File: src/sv/irfm_pkg.sv
// Types and codes for the IR key to function map.
// No dependencies; used by every module of the block.
`timescale 1ns / 1ps
`default_nettype none

package irfm_pkg;

    localparam logic [1:0] OP_LOOKUP = 2'd0;
    localparam logic [1:0] OP_LEARN  = 2'd1;
    localparam logic [1:0] OP_FORGET = 2'd2;

    typedef struct packed {
        logic [1:0]  operation;
        logic [7:0]  key_protocol;
        logic [15:0] key_address;
        logic [15:0] key_command;
        logic [7:0]  function_in;
    } t_in_req;

    typedef struct packed {
        logic        found;
        logic [7:0]  function_out;
        logic        success;
        logic [5:0]  entries_used;
    } t_out_rsp;

    // one stored table entry
    typedef struct packed {
        logic [7:0]  protocol;
        logic [15:0] address;
        logic [15:0] command;
        logic [7:0]  func_code;
    } t_entry;

    // control handed from the sequencer to the entry chain
    typedef struct packed {
        logic   shift;
        t_entry feed;
    } t_chain_ctl;

endpackage

`default_nettype wire

File: src/sv/irfm_cell.sv
// One table slot of the entry ring: holds an entry, takes its neighbor's on shift.
// Depends on irfm_pkg.
`timescale 1ns / 1ps
`default_nettype none

module irfm_cell (
    input  wire logic            i_clk,
    input  wire logic            i_shift,
    input  wire irfm_pkg::t_entry i_next,
    output irfm_pkg::t_entry     o_entry
);

    irfm_pkg::t_entry r_entry;

    always_ff @(posedge i_clk) begin
        if (i_shift) begin
            r_entry <= i_next;
        end
    end

    assign o_entry = r_entry;

endmodule

`default_nettype wire

File: src/sv/irfm_chain.sv
// Ring of table cells: each shift moves every entry one slot toward the head,
// and the tail takes the feed entry. Depends on irfm_pkg and irfm_cell.
`timescale 1ns / 1ps
`default_nettype none

module irfm_chain #(
    parameter int TABLE_ENTRIES = 32
) (
    input  wire logic                i_clk,
    input  wire irfm_pkg::t_chain_ctl i_ctl,
    output irfm_pkg::t_entry         o_head
);

    irfm_pkg::t_entry w_q [TABLE_ENTRIES];

    for (genvar g = 0; g < TABLE_ENTRIES; g++) begin : g_cell
        irfm_pkg::t_entry w_next;
        if (g == TABLE_ENTRIES - 1) begin : g_tail
            assign w_next = i_ctl.feed;
        end else begin : g_body
            assign w_next = w_q[g + 1];
        end
        irfm_cell u_cell (
            .i_clk   (i_clk),
            .i_shift (i_ctl.shift),
            .i_next  (w_next),
            .o_entry (w_q[g])
        );
    end

    assign o_head = w_q[0];

endmodule

`default_nettype wire

File: src/sv/ir_code_function_map_core.sv
// IR key to function map, top level: request sequencer over a ring of entry cells.
// Depends on irfm_pkg, irfm_chain (and through it irfm_cell).
//
// Input channel (i_in_valid / o_in_ready, i_in_data) carries one request:
// lookup, learn or forget. Output channel (o_out_valid / i_out_ready,
// o_out_data) returns exactly one response per request, in order.
// Every request rotates the entry ring through one full pass, with one
// compare unit watching the head cell. Lookup and the unused code take
// one pass. Learn and forget take a second pass that writes the changed
// entries back in at the tail.
// One request is in work at a time; a new request is taken as soon as the
// previous response is loaded in the output register, even while that
// response still waits. If the receiver stalls with a response pending and
// another one is finished, the sequencer holds until the register frees.
// Synchronous reset empties the table at once (count to zero); cell
// contents are left as they are and are never read beyond the count.
`timescale 1ns / 1ps
`default_nettype none

module ir_code_function_map_core #(
    parameter int TABLE_ENTRIES = 32
) (
    input  wire logic              i_clk,
    input  wire logic              i_rst_n,
    input  wire logic              i_in_valid,
    output logic                   o_in_ready,
    input  wire irfm_pkg::t_in_req i_in_data,
    output logic                   o_out_valid,
    input  wire logic              i_out_ready,
    output irfm_pkg::t_out_rsp     o_out_data
);

    localparam int CW = $clog2(TABLE_ENTRIES + 1);

    localparam logic [1:0] S_IDLE   = 2'd0;
    localparam logic [1:0] S_PASS1  = 2'd1;
    localparam logic [1:0] S_PASS2  = 2'd2;
    localparam logic [1:0] S_FINISH = 2'd3;

    logic [1:0]           r_state;
    logic [1:0]           n_state;
    irfm_pkg::t_in_req    r_req;
    logic [CW-1:0]        r_step;
    logic [CW-1:0]        r_count;
    logic [CW-1:0]        n_count;
    logic                 r_fm;
    logic [CW-1:0]        r_m;
    logic                 r_km;
    logic [CW-1:0]        r_j;
    logic [7:0]           r_jfunc;
    logic                 r_succ;
    irfm_pkg::t_entry     r_hold;
    logic                 r_out_valid;
    irfm_pkg::t_out_rsp   r_out;

    irfm_pkg::t_entry     w_head;
    irfm_pkg::t_entry     w_new;
    irfm_pkg::t_chain_ctl w_ctl;
    logic                 w_accept;
    logic                 w_lookup;
    logic                 w_learn;
    logic                 w_forget;
    logic                 w_in_use;
    logic                 w_key_eq;
    logic                 w_fmatch;
    logic                 w_kmatch;
    logic                 w_is_last;
    logic                 w_last_step;
    logic                 w_kj;
    logic [CW-1:0]        w_c1;
    logic                 w_room;
    logic                 w_append;
    logic [CW+5:0]        w_cnt_ext;

    assign w_accept    = i_in_valid && o_in_ready;
    assign w_lookup    = r_req.operation == irfm_pkg::OP_LOOKUP;
    assign w_learn     = r_req.operation == irfm_pkg::OP_LEARN;
    assign w_forget    = r_req.operation == irfm_pkg::OP_FORGET;

    assign w_in_use    = r_step < r_count;
    assign w_key_eq    = w_head.protocol == r_req.key_protocol &&
                         w_head.address  == r_req.key_address  &&
                         w_head.command  == r_req.key_command;
    assign w_fmatch    = w_in_use && (w_learn || w_forget) &&
                         w_head.func_code == r_req.function_in;
    assign w_kmatch    = w_in_use && (w_lookup || w_learn) && w_key_eq;
    assign w_is_last   = (CW+1)'(r_step) + (CW+1)'(1) == (CW+1)'(r_count);
    assign w_last_step = r_step == CW'(TABLE_ENTRIES - 1);

    // second-pass decisions; functions and keys are each unique in the table
    assign w_kj     = r_km && !(r_fm && r_j == r_m);
    assign w_c1     = r_fm ? r_count - CW'(1) : r_count;
    assign w_room   = w_c1 < CW'(TABLE_ENTRIES);
    assign w_append = w_learn && !w_kj && w_room;

    assign w_new.protocol  = r_req.key_protocol;
    assign w_new.address   = r_req.key_address;
    assign w_new.command   = r_req.key_command;
    assign w_new.func_code = r_req.function_in;

    always_comb begin
        w_ctl.shift = (r_state == S_PASS1) || (r_state == S_PASS2);
        w_ctl.feed  = w_head;
        if (r_state == S_PASS2) begin
            if (w_learn && w_kj && r_step == r_j) begin
                w_ctl.feed.func_code = r_req.function_in;
            end
            // hole left by the forgotten function takes the old last entry
            if (r_fm && r_step == r_m) begin
                w_ctl.feed = r_hold;
            end
            if (w_append && r_step == w_c1) begin
                w_ctl.feed = w_new;
            end
        end
    end

    irfm_chain #(
        .TABLE_ENTRIES (TABLE_ENTRIES)
    ) u_chain (
        .i_clk  (i_clk),
        .i_ctl  (w_ctl),
        .o_head (w_head)
    );

    always_comb begin
        n_state = r_state;
        n_count = r_count;
        case (r_state)
            S_IDLE: begin
                if (w_accept) begin
                    n_state = S_PASS1;
                end
            end
            S_PASS1: begin
                if (w_last_step) begin
                    n_state = (w_learn || w_forget) ? S_PASS2 : S_FINISH;
                end
            end
            S_PASS2: begin
                if (w_last_step) begin
                    n_state = S_FINISH;
                    n_count = w_append ? w_c1 + CW'(1) : w_c1;
                end
            end
            S_FINISH: begin
                if (!r_out_valid || i_out_ready) begin
                    n_state = S_IDLE;
                end
            end
            default: begin
                n_state = S_IDLE;
            end
        endcase
    end

    always_ff @(posedge i_clk) begin
        if (!i_rst_n) begin
            r_state     <= S_IDLE;
            r_count     <= '0;
            r_out_valid <= 1'b0;
        end else begin
            r_state <= n_state;
            r_count <= n_count;
            if (r_state == S_FINISH && (!r_out_valid || i_out_ready)) begin
                r_out_valid <= 1'b1;
            end else if (r_out_valid && i_out_ready) begin
                r_out_valid <= 1'b0;
            end
        end
    end

    assign w_cnt_ext = {6'b0, r_count};

    always_ff @(posedge i_clk) begin
        case (r_state)
            S_IDLE: begin
                if (w_accept) begin
                    r_req  <= i_in_data;
                    r_step <= '0;
                    r_fm   <= 1'b0;
                    r_km   <= 1'b0;
                    r_succ <= 1'b0;
                end
            end
            S_PASS1: begin
                r_step <= w_last_step ? '0 : r_step + CW'(1);
                if (w_fmatch) begin
                    r_fm <= 1'b1;
                    r_m  <= r_step;
                end
                if (w_kmatch) begin
                    r_km    <= 1'b1;
                    r_j     <= r_step;
                    r_jfunc <= w_head.func_code;
                end
                if (w_in_use && w_is_last) begin
                    r_hold.protocol  <= w_head.protocol;
                    r_hold.address   <= w_head.address;
                    r_hold.command   <= w_head.command;
                    r_hold.func_code <= (w_learn && w_key_eq) ? r_req.function_in
                                                               : w_head.func_code;
                end
            end
            S_PASS2: begin
                r_step <= w_last_step ? '0 : r_step + CW'(1);
                if (w_last_step) begin
                    r_succ <= w_learn && (w_kj || w_room);
                end
            end
            S_FINISH: begin
                if (!r_out_valid || i_out_ready) begin
                    r_out.found        <= w_lookup && r_km;
                    r_out.function_out <= (w_lookup && r_km) ? r_jfunc : 8'd0;
                    r_out.success      <= r_succ;
                    r_out.entries_used <= w_cnt_ext[5:0];
                end
            end
            default: begin
            end
        endcase
    end

    assign o_in_ready  = r_state == S_IDLE;
    assign o_out_valid = r_out_valid;
    assign o_out_data  = r_out;

endmodule

`default_nettype wire

File: config.mk
export PLATFORM = sky130hd
export DESIGN_NAME = ir_code_function_map_core
export DESIGN_NICKNAME = d
export VERILOG_FILES = /design/src/sv/irfm_pkg.sv /design/src/sv/irfm_cell.sv /design/src/sv/irfm_chain.sv /design/src/sv/ir_code_function_map_core.sv
export SDC_FILE = /design/constraint.sdc
export NUM_CORES = 1
export LEC_CHECK = 0
export BUFFER_PORTS_ARGS = -buffer_cell sky130_fd_sc_hd__buf_4
export CORE_MARGIN = 2
export CORE_UTILIZATION = 46
export DETAILED_ROUTE_END_ITERATION = 7
export MAX_ROUTING_LAYER = met4
export SYNTH_ARGS = -nofsm -noshare
export SYNTH_HDL_FRONTEND = slang
export SYNTH_SLANG_ARGS = --single-unit
File: constraint.sdc
create_clock -name i_clk -period 55.2 [get_ports i_clk]
set_input_delay 2.76 -clock i_clk [delete_from_list [all_inputs] [get_ports i_clk]]
set_output_delay 2.76 -clock i_clk [all_outputs]
set_load 0.01 [all_outputs]
## Word-level counts from Yosys, hierarchy flattened

Index checks and enable logic that the tools add are counted.
Widths: inputs -> output; s select.

- Flip-flop bits (word level): 1688
- Bits of input ports: 54
- Output and inout bits: 18
- Logic and storage cells: 250

- Add/sub/neg operators: 4
- Magnitude comparators: 2
- Equal/unequal tests: 21
- Mux-type cells: 25
- Reductions and logical operators: 47

Operators with widths:

| operator | number |
|---|---|
| $mux 48 | 3 |
| $eq 16x16->1 | 2 |
| $eq 6x6->1 | 4 |
| $mux 6 | 4 |
| $logic_and 1x1->1 | 21 |
| $eq 8x8->1 | 2 |
| $mux 8 | 2 |
| $reduce_and 2->1 | 7 |
| $add 6x1->6 const B | 2 |
| $pmux 6 s2 | 1 |
| $ne 2x2->1 const B | 5 |
| $reduce_and 3->1 | 3 |
| $mux 2 | 4 |
| $pmux 2 s4 | 1 |
| $reduce_bool 2->1 | 4 |
| $add 6x1->7 const B | 1 |
| $eq 7x6->1 | 1 |
| $mux 1 | 7 |
| $eq 2x2->1 const B | 3 |
| $eq 6x5->1 const B | 1 |
| $lt 6x6->1 | 1 |
| $lt 6x6->1 const B | 1 |
| $pmux 1 s2 | 3 |
| $sub 6x1->6 const B | 1 |
| 7 further kinds | 15 |

## Depth between registers and ports, before layout

Gate-level depths: netlist (run 1).

- Word-level depth: 10
- Depth in mapped cells: 11
- Mapped depth without buffers: 9

## Cells and area by module

Synthesis (run 1) repeated with hierarchy kept, for this count alone.

- Cell total of the unflattened synthesis: 2109
- Area, all modules: 53787.8 um2

By module, submodules not included:

| module | instances | cells an instance | area an instance (um2) | sequential area each (um2) |
|---|---|---|---|---|
| irfm_cell | 32 | 48 | 1441.4 | 1441.4 |
| ir_code_function_map_core | 1 | 573 | 7663.6 | 4474.3 |

## Worst setup path before layout (run 1)

OpenSTA, ideal clock, no wires.

- Kind: register to register
- Start point: register r_state[0]
- End point: register r_step[1] (data pin)
- Library setup time: 0.343 ns
- Arrival: 34.506 ns
- Required time: 54.857 ns
- Setup slack: 20.351 ns
- Cell stages (with the launch flop): 4
- Buffers on the path: 0
- Period minus slack after synthesis: 34.849 ns
- Cells stage by stage: dfxtp_1 > inv_1 > ha_1 > and3_1

- Longest elaborated chain between the ends: 3
- Elaborated cells between the ends (all ways): 5
- Classes of those cells: eq/ne (2); mux (1); reduce/logical (2)

Ends and longest elaborated chain:

| what | line | RTL |
|---|---|---|
| from (decl) | ir_code_function_map_core.sv:40 | `logic [1:0] r_state;` |
| from (signal assigned) | ir_code_function_map_core.sv:163 | `r_state <= n_state;` |
| $eq 2x1->1 or $eq 2x2->1 (tied branches) | ir_code_function_map_core.sv:176 | `case (r_state)` |
| $reduce_or 2->1 (no line) | n/a |  |
| $pmux 6 s2 (*) | ir_code_function_map_core.sv:176 |  |
| to (signal assigned) | ir_code_function_map_core.sv:187 | `r_step <= w_last_step ? '0 : r_step + CW'(1);` |
| to (signal assigned) | ir_code_function_map_core.sv:206 | `r_step <= w_last_step ? '0 : r_step + CW'(1);` |
| to (decl) | ir_code_function_map_core.sv:43 | `logic [CW-1:0] r_step;` |

Every way passes the cells marked *; elsewhere a longest branch is shown, timed or not.
A chain may end at the register's enable or synchronous reset.

## Worst setup path in the final report (run 1)

- Start point: register r_state[1]
- End point: register u_chain.g_cell[27].u_cell.r_entry (netlist bit u_chain.g_cell[27].u_cell.o_entry[46]), enable pin

- Longest elaborated chain between the ends: 2
- Elaborated cells between the ends (all ways): 3
- Classes of those cells: eq/ne (2); reduce/logical (1)

Ends and longest elaborated chain:

| what | line | RTL |
|---|---|---|
| $eq 2x1->1 or $eq 2x2->1 (tied branches) | ir_code_function_map_core.sv:102 | `w_ctl.shift = (r_state == S_PASS1) \|\| (r_state == S_PASS2);` |
| $logic_or 1x1->1 (*) | ir_code_function_map_core.sv:102 |  |
| to (signal assigned) | irfm_cell.sv:17 | `r_entry <= i_next;` |
| to (decl) | irfm_cell.sv:13 | `irfm_pkg::t_entry r_entry;` |

Marks and branches as above.

==> flow_summary_export.csv, run 1 <==
group,metric,value,unit
global_route,grt_pass1_vias,19500,
placed_design,gp_congestion,0.750,
worst_setup_path,cp_max_fo,207,
worst_setup_path,slowest_stage,"buf_4",
layout,area_delta_synth_final,14.5,%
timing,min_period,5.79,ns
clock_network,clock-sinks,1688,
min_path,hold_start,"u_chain.g_cell[14].u_cell.o_entry[35]",
min_path,min_to,"u_chain.g_cell[13].u_cell.o_entry[35]",
timing,setup_viol,0,
timing,hold_viol,0,
run_status,status,"finished, final reports clean",
synthesis,ys_seq_area_share,94.0,%
synthesis,yosys_warnings,0,
floorplan,initial_utilization,46.4,%
placed_design,dpl-instance-area,56300,um^2
min_path,min_path_type,"reg2reg",
global_route,grt_max_degree,221,
worst_setup_path,worstSetupPathType,"reg2reg",
power_and_ir_drop,p_leak,20.0,nW
worst_setup_path,cp.required,55.56,ns
synthesis,synthAdderAreaFrac,0.349,%
detailed_routing,first_pass_iters,5,
clock_network,cts_inserted_buffers,162,
detailed_routing,drc,0,
timing,drv_slew,0,
detailed_routing,vias,20000,
synthesis,yosys-top-cells-area,"edfxtp_1, a2bb2oi_2, xor2_1",
floorplan,rows,125,
timing,rsz0062_at_grt,"no",
worst_setup_path,cp-end-kind,"flip-flop",
timing,fin_worst_skew,0.0397,ns
detailed_routing,post_drt_wl_per_cell,19.4,um
global_route,antenna_found_initial,4,
synthesis,async_flop_share,0,%
timing,fin_setup_tns,0,ns
worst_setup_path,r2r_cells,6,
layout,finish.net_count,2390,
floorplan,die_w,346,um
clock_network,root_buffer,"clkbuf_16",
synthesis,synth-edff-count,1679,
clock_network,cts-hold-fix-buffers,0,
detailed_routing,detail-route-antenna-nets,0,
clock_network,clk_pin_slew,0.06,ns
floorplan,io_pins,72,
worst_setup_path,critPathLaunchType,"flip-flop",
worst_setup_path,crit_path_frequent_cell,"buf_4",
clock_network,cts_buffer_depth,3,
layout,stdcell_area,61600,um^2
timing,slew_headroom,18.3,%
power_and_ir_drop,power.density,69.2,nW/um^2
worst_setup_path,r2r-start,"r_state[1]",
synthesis,ys_ff_latch,1688,
synthesis,yosysMostFrequentCell,"edfxtp_1",
clock_network,cts_tree,"built",
synthesis,ys.flop_type,"edfxtp_1",
timing,hold_ws,0.390,ns
placed_design,place_inst,3681,
synthesis,synth_cells,2097,
clock_network,h-tree-depth,4,
synthesis,synth_top_cell_by_area,"edfxtp_1",
synthesis,yosysUniqueCellTypes,52,
placed_design,dp_hpwl,37000,um
detailed_routing,vias_per_cell,5.02,
synthesis,synth_common_cells,"edfxtp_1, xor2_1, o22ai_1",
synthesis,avgSynthCellArea,25.7,um^2
power_and_ir_drop,p_total,4.26,mW
synthesis,syn-cell-area,53800,um^2
min_path,min_path_cells,0,
synthesis,synth_compound_area_share,2.32,%
worst_setup_path,slowest_delay,1.06,ns
placed_design,port-buffer-count,71,
global_route,grt_pass1_wl,117000,um
worst_setup_path,path_cells,"inv_1 > ha_4 > buf_4 > buf_12 > buf_4 > buf_4",
floorplan,core-area,116000,um^2
run,maxCapViolCount,0,
clock_network,cts_setup_buffers,0,
detailed_routing,drt_wl_total,77200,um
detailed_routing,drt-initial-drc-count,1940,
floorplan,dieArea,120000,um^2
synthesis,synth_fp_nets,2166,
global_route,track_usage,13.1,%
synthesis,synth.area.mux_share,0.284,%
global_route,grt_overflow,0,
layout,drive_gt1_share,16.1,%
clock_network,cts_resized,0,
synthesis,yosys.area_share.simple,1.21,%
power_and_ir_drop,irDropWorstVdd,0.0000726,V
worst_setup_path,rrSetupSlack,49.41,ns
synthesis,synth_top_area_share,93.7,%
timing,worst_pin_slew,1.23,ns
synthesis,synth_top_family_by_area,"compound AO/OA/AOI/OAI gates",
layout,fin_cells,3977,
layout,fill_cells,8729,
timing,finalCritPeriodShare,10.5,%
timing,fmax,0.173,GHz
synthesis,yosys.area_share.xor_xnor,1.43,%
clock_network,clock_latency,0.76,ns
floorplan,die_h,346,um
worst_setup_path,r2r-end,"u_chain.g_cell[27].u_cell.o_entry[46]",
worst_setup_path,crit_arrival,6.14,ns
kinds of logic after synthesis:
kind of cell               count (synthesis)
buffers and inverters                     44
adders and majority gates                 15
muxes                                     13
and+or+nand+nor                          115
xor gates and xnor gates                  88
AOI/OAI and AO/OA                        134
DFF                                     1688
power breakdown:
group	switching, mW	internal [mW]	total (mW)
sequential	0.229	2.47	2.70
clock	0.458	0.629	1.09
combinational	0.395	0.0824	0.478
total	1.08	3.18	4.26
metrics by stage:
stage	worst slack (ns)	utilization, %
3_5_place_dp	49.27	48.5
3_3_place_gp	49.56	48.5
6_report	49.41	53.1
5_1_grt	48.88	53.1
4_1_cts	49.31	53.1
2_1_floorplan	20.35	-
worst max-delay path, delay by kind of cell, from the launching register on:
kind / cells / cell delay (ns)
adder cells (fa/ha/maj): 1 / 0.88
flip-flops: 1 / 0.43
buffers and inverters: 5 / 3.79
routing by layer:
layer	GRT usage (%)	wire (um)	vias to the layer above
li1	-	-	8937
met1	19.6	38400	10400
met2	17.5	33200	499
met3	3.12	4210	131
met4	4.47	1450	0
met5	-	0	-
worst max-delay path by stage:
| stage | cells past startpoint | from | slack [ns] | to |
|---|---|---|---|---|
| 2_1_floorplan | 3 | r_state[0] | 20.35 | r_step[1] |
| 3_3_place_gp | 6 | r_state[1] | 49.56 | u_chain.g_cell[16].u_cell.o_entry[46] |
| 3_5_place_dp | 6 | r_state[1] | 49.27 | u_chain.g_cell[16].u_cell.o_entry[43] |
| 4_1_cts | 6 | r_state[1] | 49.31 | u_chain.g_cell[16].u_cell.o_entry[46] |
| 5_1_grt | 6 | r_state[0] | 48.88 | u_chain.g_cell[11].u_cell.o_entry[43] |
| 6_report | 6 | r_state[1] | 49.41 | u_chain.g_cell[27].u_cell.o_entry[46] |
cell usage in the layout, fill, tap and decap left out, types with 5 or more instances in the layout:
| cell type | synthesis | final |
|---|---|---|
| clkinv_2 | 0 | 31 |
| clkinvlp_4 | 0 | 5 |
| a21oi_1 | 11 | 11 |
| a2bb2oi_2 | 40 | 40 |
| dfxtp_1 | 9 | 9 |
| clkbuf_16 | 0 | 164 |
| or3_1 | 9 | 9 |
| o22ai_1 | 41 | 41 |
| nand2_1 | 21 | 21 |
| nand3_1 | 8 | 8 |
| nor2b_1 | 7 | 7 |
| clkinv_1 | 0 | 32 |
| edfxtp_1 | 1679 | 1679 |
| o21a_1 | 6 | 6 |
| nor2_1 | 13 | 13 |
| buf_4 | 1 | 87 |
| and3_1 | 13 | 13 |
| mux2_2 | 8 | 8 |
| nor4_1 | 14 | 14 |
| clkbuf_1 | 20 | 29 |
| xnor2_1 | 40 | 40 |
| inv_1 | 13 | 13 |
| bufinv_16 | 0 | 17 |
| nand4_1 | 9 | 9 |
| xor2_1 | 48 | 48 |
| o21ai_0 | 12 | 12 |
| o221a_2 | 7 | 7 |
| ha_1 | 15 | 13 |
registers in the layout, indices dropped and copies added (netlist names), 2 cells and up:
register,count
r_hold,48
r_count,6
u_chain.g_cell.u_cell.o_entry,1536
r_req,50
o_out_data,16
r_state,2
r_step,6
r_m,6
r_j,6
r_jfunc,8
area by class of cell:
type | count | area (um^2) | area share [%]
sequential | 1688 | 50600 | 82.1
clock buffer | 193 | 4210 | 6.84
multi-input combinational | 365 | 3050 | 4.95
tap | 1524 | 1910 | 3.09
clock inverter | 102 | 1090 | 1.77
timing repair buffer | 90 | 713 | 1.16
inverter | 14 | 52.6 | 0.0853
antenna | 1 | 2.50 | 0.00406
Power figures use the tool's default switching activity.
==> run 2: changes to the inputs <==
Clock period 55.2 ns to 5.8 ns, I/O delays scaled along.
==> run 2 against run 1 <==
Compared with the run above: routed wire length about the same; sequential cell count unchanged; combinational power rose to 10 times the previous value; power increased to 9.5 times the previous value; non-clock buffer count increased by 63; design area is 0.97% higher; sequential share of layout area shrank 0.78 points; critical path depth is 4 higher; critical path type unchanged; largest power group unchanged; highest routed layer unchanged.
==> flow_summary_export.csv, run 2 (synthesis results as in run 1) <==
group,metric,value,unit
floorplan,initial_utilization,46.4,%
detailed_routing,drt_wl_total,77200,um
placed_design,dp_hpwl,38700,um
global_route,track_usage,13.2,%
worst_setup_path,slowest_stage,"a21oi_4",
worst_setup_path,crit_buf_inv,2,
global_route,antenna_found_initial,3,
global_route,grt_max_degree,194,
placed_design,post-place-ws,1.67,ns
global_route,grt_overflow,0,
timing,setup_viol,0,
global_route,grt_pass1_vias,20100,
global_route,grt_pass1_wl,119000,um
power_and_ir_drop,p_comb_share,11.9,%
worst_setup_path,r2r-end,"u_chain.g_cell[31].u_cell.o_entry[17]",
timing,finalCritPeriodShare,71.9,%
timing,min_period,4.17,ns
worst_setup_path,rrSetupSlack,1.63,ns
clock_network,cts_buffer_depth,3,
power_and_ir_drop,p_leak,20.3,nW
timing,slew_headroom,17.1,%
clock_network,clock_latency,0.74,ns
power_and_ir_drop,swShare,25.4,%
worst_setup_path,cp-end-kind,"flip-flop",
floorplan,die_h,346,um
detailed_routing,detail-route-antenna-nets,0,
layout,area_delta_synth_final,15.6,%
power_and_ir_drop,irDropWorstVdd,0.000646,V
floorplan,rows,125,
detailed_routing,drt-initial-drc-count,2122,
timing,fmax,0.240,GHz
power_and_ir_drop,clockPowerShare,25.2,%
worst_setup_path,worst-path-stages,10,
floorplan,dieArea,120000,um^2
worst_setup_path,r2r-start,"r_count[0]",
min_path,min_path_type,"in2reg",
floorplan,core-area,116000,um^2
floorplan,io_pins,72,
floorplan,die_w,346,um
layout,stdcell_area,62200,um^2
clock_network,clock-sinks,1688,
power_and_ir_drop,p_switching,10.3,mW
layout,fin_util,53.6,%
detailed_routing,post_drt_wl_per_cell,19.2,um
layout,antennaDiodeCount,0,
clock_network,cts_inserted_buffers,155,
clock_network,cts_resized,0,
clock_network,cts_tree,"built",
detailed_routing,vias,20200,
run_status,status,"finished, final reports clean",
worst_setup_path,path_cells,"inv_1 > ha_1 > and3_1 > o21ai_0 > o311ai_0 > a21o_1 > or2_2 > a21oi_4 > buf_4 > a2bb2oi_2",
timing,layout_setup_ws,1.63,ns
power_and_ir_drop,power.density,654,nW/um^2
placed_design,gp_congestion,0.805,
worst_setup_path,critPathLaunchType,"flip-flop",
timing,worst_pin_slew,1.24,ns
layout,finish.net_count,2446,
timing,rsz0062_at_grt,"no",
worst_setup_path,cp.required,6.38,ns
timing,fin_worst_skew,0.0250,ns
worst_setup_path,r2r_cells,10,
timing,hold_viol,0,
worst_setup_path,crit_path_start,"r_count[0]",
detailed_routing,vias_per_cell,5.03,
worst_setup_path,cp-endpoint,"u_chain.g_cell[31].u_cell.o_entry[17]",
run,maxCapViolCount,0,
detailed_routing,drc,0,
timing,fin_setup_tns,0,ns
power_and_ir_drop,p_int,30.4,mW
layout,final_common_cell,"edfxtp_1",
clock_network,clk_pin_slew,0.06,ns
worst_setup_path,crit_arrival,4.76,ns
layout,final_cell_mix,"edfxtp_1, clkbuf_16, buf_4",
layout,drive_gt1_share,16.4,%
worst_setup_path,slowest_delay,0.85,ns
worst_setup_path,crit_family,"compound AO/OA/AOI/OAI gates",
timing,drv_slew,0,
worst_setup_path,worstSetupPathType,"reg2reg",
clock_network,root_buffer,"clkbuf_16",
placed_design,port-buffer-count,71,
clock_network,h-tree-depth,4,
power_and_ir_drop,seq_power_share,62.9,%
layout,largest_reg_flops,1536,
placed_design,dpl-instance-area,56500,um^2
worst_setup_path,cp_max_fo,44,
detailed_routing,first_pass_iters,6,
==> run 2: changes by cell type in the layout (fill, tap and decap cells not counted), moves of 3 or more <==
cell,delta
buf_12,+8
buf_4,+3
bufinv_16,+5
clkbuf_1,-12
clkbuf_16,-7
clkinvlp_4,+3
dlygate4sd3_1,+52
==> run 2: routing by layer <==
| metal | part of all wire, % | global-route usage, % | up-vias |
|---|---|---|---|
| met3 | 5.4 | 2.95 | 143 |
| met4 | 2.4 | 4.97 | 0 |
| met2 | 42 | 17.3 | 519 |
| met1 | 50 | 20.1 | 10500 |
| li1 | - | - | 9068 |
| met5 | 0 | - | - |
==> run 2: power by group through the flow <==
stage / Combinational (mW) / Sequential (mW) / Clock, mW
2_1_floorplan: 1.57 / 19.4 / 0
3_3_place_gp: 4.74 / 25.6 / 0
3_5_place_dp: 5.00 / 25.6 / 0
4_1_cts: 4.99 / 25.7 / 10.6
5_1_grt: 5.42 / 26.2 / 11.1
6_report: 4.85 / 25.6 / 10.2
==> run 2: final cells by class <==
cell class,count,area [um^2]
Timing Repair Buffer,153,1420
Clock inverter,110,1200
Inverter,14,52.6
Multi-Input combinational cell,365,3050
Sequential cell,1688,50600
Clock buffer,174,3990
Tap cell,1524,1910
Fill cell,8654,53800
==> run 2: tightest hold or removal path: cells and delay by family <==
kind | cells | cell delay [ns]
and+or+nand+nor | 1 | 0.16
buffers and inverters | 1 | 0.11
AOI/OAI and AO/OA | 2 | 0.13
==> run 2: worst min-delay path by stage <==
stage                                        startpoint                             endpoint  cells past startpoint
finish                                       i_in_valid                               r_succ                      4
global placement    u_chain.g_cell[1].u_cell.o_entry[1]  u_chain.g_cell[0].u_cell.o_entry[1]                      0
floorplan                                  i_in_data[0]                             r_req[0]                      0
CTS                                          i_in_valid                               r_succ                      4
global route                                 i_in_valid                               r_succ                      4
detailed placement  u_chain.g_cell[1].u_cell.o_entry[2]  u_chain.g_cell[0].u_cell.o_entry[2]                      0
==> run 2: stage by stage <==
stage / total power [mW] / instances / hold slack (ns)
6_report: 40.7 / 4028 / 0.126
5_1_grt: 42.7 / 4028 / 0.122
4_1_cts: 41.3 / 4028 / 0.0630
3_5_place_dp: 30.6 / 3692 / 0.405
3_3_place_gp: 30.3 / 3692 / 0.401
2_1_floorplan: 20.9 / 2097 / 0.389
==> run 2: timing repair <==
item	CTS	global route
hold buffers	52	0
setup buffers	0	0
endpoints found under the hold margin	59	0
